===== src/rtl/core/pte_pkg.sv =====
// Shared types, constants and the sine table for the procedural texture evaluator.
package pte_pkg;

  localparam int SINE_DEPTH    = 256;
  localparam int SINE_IDX_W    = $clog2(SINE_DEPTH);
  localparam int OCTAVE_COUNT  = 9;
  localparam int FRAC_W        = 24;
  localparam int PROD_KEEP_W   = FRAC_W + 14;
  localparam int ROT_SHIFT     = 14;
  localparam int SINE_W        = 17;
  localparam int PADDR_W       = 4;
  localparam int REG_IDX_W     = 2;
  localparam int PDATA_W       = 32;

  localparam logic [63:0] HALF_PI_Q30 = 64'd1686629713;
  localparam logic [63:0] ONE_Q30     = 64'd1073741824;

  typedef enum logic [2:0] {
    MODE_SINE     = 3'd0,
    MODE_SINE_COS = 3'd1,
    MODE_STRIPES  = 3'd2,
    MODE_CHECKER  = 3'd3,
    MODE_WEIGHTED = 3'd4
  } mode_e;

  typedef enum logic [REG_IDX_W-1:0] {
    REG_MODE  = 2'd0,
    REG_COS   = 2'd1,
    REG_SIN   = 2'd2,
    REG_SCALE = 2'd3
  } reg_idx_e;

  localparam logic [2:0]         RESET_MODE  = MODE_CHECKER;
  localparam logic signed [15:0] RESET_COS   = 16'sd16384;
  localparam logic signed [15:0] RESET_SIN   = 16'sd0;
  localparam logic [15:0]        RESET_SCALE = 16'd256;

  typedef struct packed {
    logic [2:0]         mode;
    logic signed [15:0] cos;
    logic signed [15:0] sin;
    logic [15:0]        scale;
  } cfg_t;

  typedef logic [SINE_DEPTH-1:0][SINE_W-1:0] sine_tab_t;

  function automatic logic [63:0] quarter_sine(input logic [63:0] m);
    logic [63:0] x;
    logic [63:0] x2;
    logic [63:0] t;
    x  = (m * HALF_PI_Q30) / 64'(SINE_DEPTH);
    x2 = (x * x) >> 30;
    t  = ONE_Q30 - x2 / 64'd110;
    t  = ONE_Q30 - ((x2 * t) >> 30) / 64'd72;
    t  = ONE_Q30 - ((x2 * t) >> 30) / 64'd42;
    t  = ONE_Q30 - ((x2 * t) >> 30) / 64'd20;
    t  = ONE_Q30 - ((x2 * t) >> 30) / 64'd6;
    return (x * t) >> 30;
  endfunction

  function automatic logic [SINE_W-1:0] sine_entry(input logic [63:0] i);
    logic [63:0] q;
    logic [63:0] r;
    logic [63:0] m;
    logic [63:0] v;
    q = (64'd4 * i) / 64'(SINE_DEPTH);
    r = 64'd4 * i - q * 64'(SINE_DEPTH);
    m = q[0] ? 64'(SINE_DEPTH) - r : r;
    v = (quarter_sine(m) + 64'd16384) >> 15;
    return q[1] ? SINE_W'(64'd0 - v) : SINE_W'(v);
  endfunction

  function automatic sine_tab_t build_sine_table();
    sine_tab_t tab;
    for (int i = 0; i < SINE_DEPTH; i++) begin
      tab[i] = sine_entry(64'(i));
    end
    return tab;
  endfunction

  localparam sine_tab_t SINE_TABLE = build_sine_table();

endpackage


===== src/rtl/core/pte_cfg_regs.sv =====
// Configuration register file behind the APB-style port.
module pte_cfg_regs (
  input  logic                         clk_i,
  input  logic                         rst_ni,
  input  logic                         psel,
  input  logic                         penable,
  input  logic                         pwrite,
  input  logic [pte_pkg::PADDR_W-1:0]  paddr,
  input  logic [pte_pkg::PDATA_W-1:0]  pwdata,
  output logic [pte_pkg::PDATA_W-1:0]  prdata,
  output logic                         pready,
  output pte_pkg::cfg_t                cfg_o
);

  pte_pkg::cfg_t                      cfg_q;
  logic                               wr_en;
  logic [pte_pkg::REG_IDX_W-1:0]      reg_idx;

  assign pready  = 1'b1;
  assign wr_en   = psel && penable && pwrite && pready;
  assign reg_idx = paddr[pte_pkg::PADDR_W-1:2];
  assign cfg_o   = cfg_q;

  always_ff @(posedge clk_i or negedge rst_ni) begin
    if (!rst_ni) begin
      cfg_q.mode  <= pte_pkg::RESET_MODE;
      cfg_q.cos   <= pte_pkg::RESET_COS;
      cfg_q.sin   <= pte_pkg::RESET_SIN;
      cfg_q.scale <= pte_pkg::RESET_SCALE;
    end else if (wr_en) begin
      unique case (reg_idx)
        pte_pkg::REG_MODE:  cfg_q.mode  <= pwdata[2:0];
        pte_pkg::REG_COS:   cfg_q.cos   <= pwdata[15:0];
        pte_pkg::REG_SIN:   cfg_q.sin   <= pwdata[15:0];
        pte_pkg::REG_SCALE: cfg_q.scale <= pwdata[15:0];
        default: ;
      endcase
    end
  end

  always_comb begin
    unique case (reg_idx)
      pte_pkg::REG_MODE:  prdata = {29'd0, cfg_q.mode};
      pte_pkg::REG_COS:   prdata = {16'd0, cfg_q.cos};
      pte_pkg::REG_SIN:   prdata = {16'd0, cfg_q.sin};
      pte_pkg::REG_SCALE: prdata = {16'd0, cfg_q.scale};
      default:            prdata = '0;
    endcase
  end

endmodule


===== config.mk =====
export PLATFORM = sky130hd
export DESIGN_NAME = pte_cfg_regs
export DESIGN_NICKNAME = d
export VERILOG_FILES = /design/src/rtl/core/pte_pkg.sv /design/src/rtl/core/pte_cfg_regs.sv
export SDC_FILE = /design/constraint.sdc
export NUM_CORES = 1
export LEC_CHECK = 0
export ABC_AREA = 1
export BUFFER_PORTS_ARGS = -buffer_cell sky130_fd_sc_hd__buf_4
export CORE_ASPECT_RATIO = 0.5
export CORE_MARGIN = 2
export CORE_UTILIZATION = 46
export DETAILED_ROUTE_END_ITERATION = 8
export GPL_TIMING_DRIVEN = 1
export PLACE_DENSITY = 0.76
export SLEW_MARGIN = 10
export SYNTH_ARGS = -nofsm -noshare
export SYNTH_HDL_FRONTEND = slang
export SYNTH_SLANG_ARGS = --single-unit

===== constraint.sdc =====
create_clock -name clk_i -period 1.5 [get_ports clk_i]
set_input_delay 0.375 -clock clk_i [delete_from_list [all_inputs] [get_ports clk_i]]
set_output_delay 0.375 -clock clk_i [all_outputs]
set_load 0.01 [all_outputs]

==> impl_summary.md <==
Outcome
The flow ran to the end, and the final reports show no timing, DRC or antenna violations.

CTS
Clock-pin slew was measured on the worst setup and hold paths at approximately 0.090 ns. The TritonCTS clock tree is built. At the later pin of the worst-skew pair, clock insertion delay measures 0.30 ns.

The clock tree root driver cell is clkbuf_8. In this run, CTS created clock tree buffers numbering 5. The maximum number of buffers from clock root to sink is 2. The count of H-tree levels built during CTS is 2. For this design, the sink count on the clock tree is 51.

Die
The die is between 100 and 150 um wide. The vertical die dimension is 56.7 um. The die area is ~0.0062 mm^2. The number of top-level pins is 125.

The initial cell density of the core is 47.1%. The cell row count is 19. The floorplan step defined a core boundary enclosing 0.00542 mm^2.

Global routing
The global-route usage over all layers is roughly 23%. The total overflow left after global routing is 0. The maximum number of pins on one net before global-route repair is 52. The global-route wire length before repair is 11,000 um. The number of antenna violations at the first check in global routing is 0. The via count of the first global-routing pass is ~2.3k.

Route
The detailed-route wire length per cell is 13.6 um. Using the TritonRoute via totals, the vias-per-cell ratio works out to 4.92. The first detailed-routing pass took 4 iterations. The final wirelength is 6810 um. The DRC violation count after routing is 0.

The via count of the routed design is approximately 2.5k. The detailed router finished its first iteration with around 250 violations. The count of nets left with antenna violations once routing finished came out at 0.

Power and ir drop
The power share of the sequential group is between 40 and 50%. Dividing total power by cell area gives a power density of approximately 1200 mW/mm^2. The combinational group share of total power is 33.2%. For this design the total switching power over the nets is 1.39 mW. The standby leakage power is 1.98 nW. The maximum VDD drop is 545 uV. The clock share of power is roughly a fifth.

Of the total power, the share spent switching nets is between 30% and 40%. The design draws 4.09 mW. Internal power comes to 2.71 mW.

Setup path
The number of cells on the worst reg-to-reg path is 3. The endpoint of the lowest-slack register-to-register path is cfg_o[8]. The endpoint type of the worst setup path is a primary output. The worst setup path is launched from an input port. STA puts the critical path data arrival time at around 1.1 ns. The reg-to-reg critical path startpoint is cfg_o[8].

Across all register-to-register paths, the minimum setup slack is 0.69 ns. In this run the worst setup path begins at paddr[2]. The worst setup path is of the in2out kind. Data on the critical path is required at its endpoint by about 1.1 ns. The maximum fanout encountered on the critical timing path is 8.

Finish
The number of flip-flops under the largest register name is 51. The utilization of the core after routing is 64.3%. Relative to the synthesized area, the layout overhead comes to 36.6%. The number of antenna repair diodes is 0. The number of nets in the layout is 467. With fillers left out, the area of the finished cells amounts to about 0.0035 mm^2. The post-route netlist has 33.0% of its cells at a drive strength greater than 1.

STA
The worst pin sits at a relative slew slack of ~60%. Clock skew on the completed layout was measured at 0 ns. The number of failing hold endpoints at the final stage is 0. At the pin with the least slew margin, the transition time is 0.624 ns. The shortest clock period the worst path allows after layout is 1.48 ns.

Setup violations remaining at the end of the flow were counted as 0. Of the available clock period, the critical path in the final layout requires 98.5%. The setup TNS is 0 ns. Setup repair after global routing could not meet its margin everywhere. For this run, the top clock speed supported by timing is 677 MHz. Hold timing on the final database bottoms out at a slack of 0.0682 ns. The max-slew violation count is 0.

Yosys
The portion of synthesized cell area occupied by the leading cell type is 46.1%. In this run the mean area of a mapped cell was between 7 and 8 um^2. Sorting the synthesized cells by area gives the leading types as dfrtp_1, nand2_1, buf_4. Counting flops and latches in the post-synthesis netlist gives about 50. Summed over all instances, the cell type with the most area after synthesis is dfrtp_1. The synthesized instance count is 323. Yosys printed 0 warnings. The sequential fraction of the synthesis area is 50.2%. In this run the cell area of the synthesized design comes to 0.00255 mm^2. Counting distinct cell types in the post-synthesis netlist gives 17.

Placement
The cell area after placement is 0.00328 mm^2. The wire-length estimate of the detail-placed layout is 4730 um. The global placer's final weighted congestion is 0.815. The count of buffers inserted at the top-level ports is 89.

Worst hold path
The worst min-delay path category is in2async.

Run
The max-capacitance violation count is 0.
[critical path, stage by stage]
cell,delay [ns]
buf_4,0.16
nand2_4,0.09
inv_6,0.05
clkbuf_16,0.15
nand2_1,0.06
nand3_1,0.08
buf_4,0.15
[cells in the final DEF (no fill, tap or decap), drive strengths merged]
master	instances
inv	8
nand3	23
dfstp	4
nand4	3
clkinv	1
nand2	204
nor2	6
conb	17
dfrtp	47
buf	108
clkbuf	6
[synthesized netlist by cell type (all sizes together)]
library cell and instances:
buf 28, conb 2, dfrtp 47, dfstp 4, inv 6, nand2 204
nand3 23, nand4 3, nor2 6
[per-layer routing]
layer  track usage (%)  share of wire [%]
met3              3.60                7.2
met1              31.9                 42
met4              4.34               0.21
met5                 0                  0
met2              38.4                 51
[layout make-up]
class	instances	area [um^2]
well taps	73	91.3
repair buffers	109	901
clock inverters	3	22.5
multi-input cells	253	1080
fillers	481	1930
inverters	6	45.0
flip-flops and latches	51	1280
clock buffers	5	68.8
[cells by family after synthesis]
family | after synthesis | share of synthesized area [%]
buffers and inverters | 34 | 10.4
flip-flops | 51 | 50.2
other | 2 | 0.294
AND/OR/NAND/NOR | 236 | 39.1
[power groups by stage]
stage	registers, mW	clock network, mW	logic, mW
6_report	1.92	0.817	1.36
4_1_cts	1.92	0.833	1.31
2_1_floorplan	2.03	0	0.449
3_3_place_gp	1.93	0	1.25
3_5_place_dp	1.94	0	1.29
5_1_grt	1.95	0.902	1.50
[worst max-delay path by stage]
stage / endpoint / slack, ns
after floorplan: prdata[10] / 0.07
after global placement: prdata[10] / -0.02
after detailed placement: prdata[7] / -0.06
after CTS: prdata[10] / 0.003
after global routing: prdata[1] / -0.04
final: prdata[11] / 0.02
[stage by stage]
step | std cells | worst slack, ns
floorplan | 338 | 0.0703
global placement | 485 | -0.0231
detailed placement | 485 | -0.0556
CTS | 495 | 0.00296
global route | 500 | -0.0387
finish | 500 | 0.0226
[repair_timing]
item | 4_1_cts | 5_1_grt
hold endpoints to repair | 0 | 0
endpoints found under the setup margin | 14 | 16
pin swaps | 0 | 5
gates cloned | 0 | 1
setup buffers | 2 | 4
resized for setup | 1 | 13
hold buffers | 0 | 0
No activity file was read; power rests on OpenSTA's default activity.
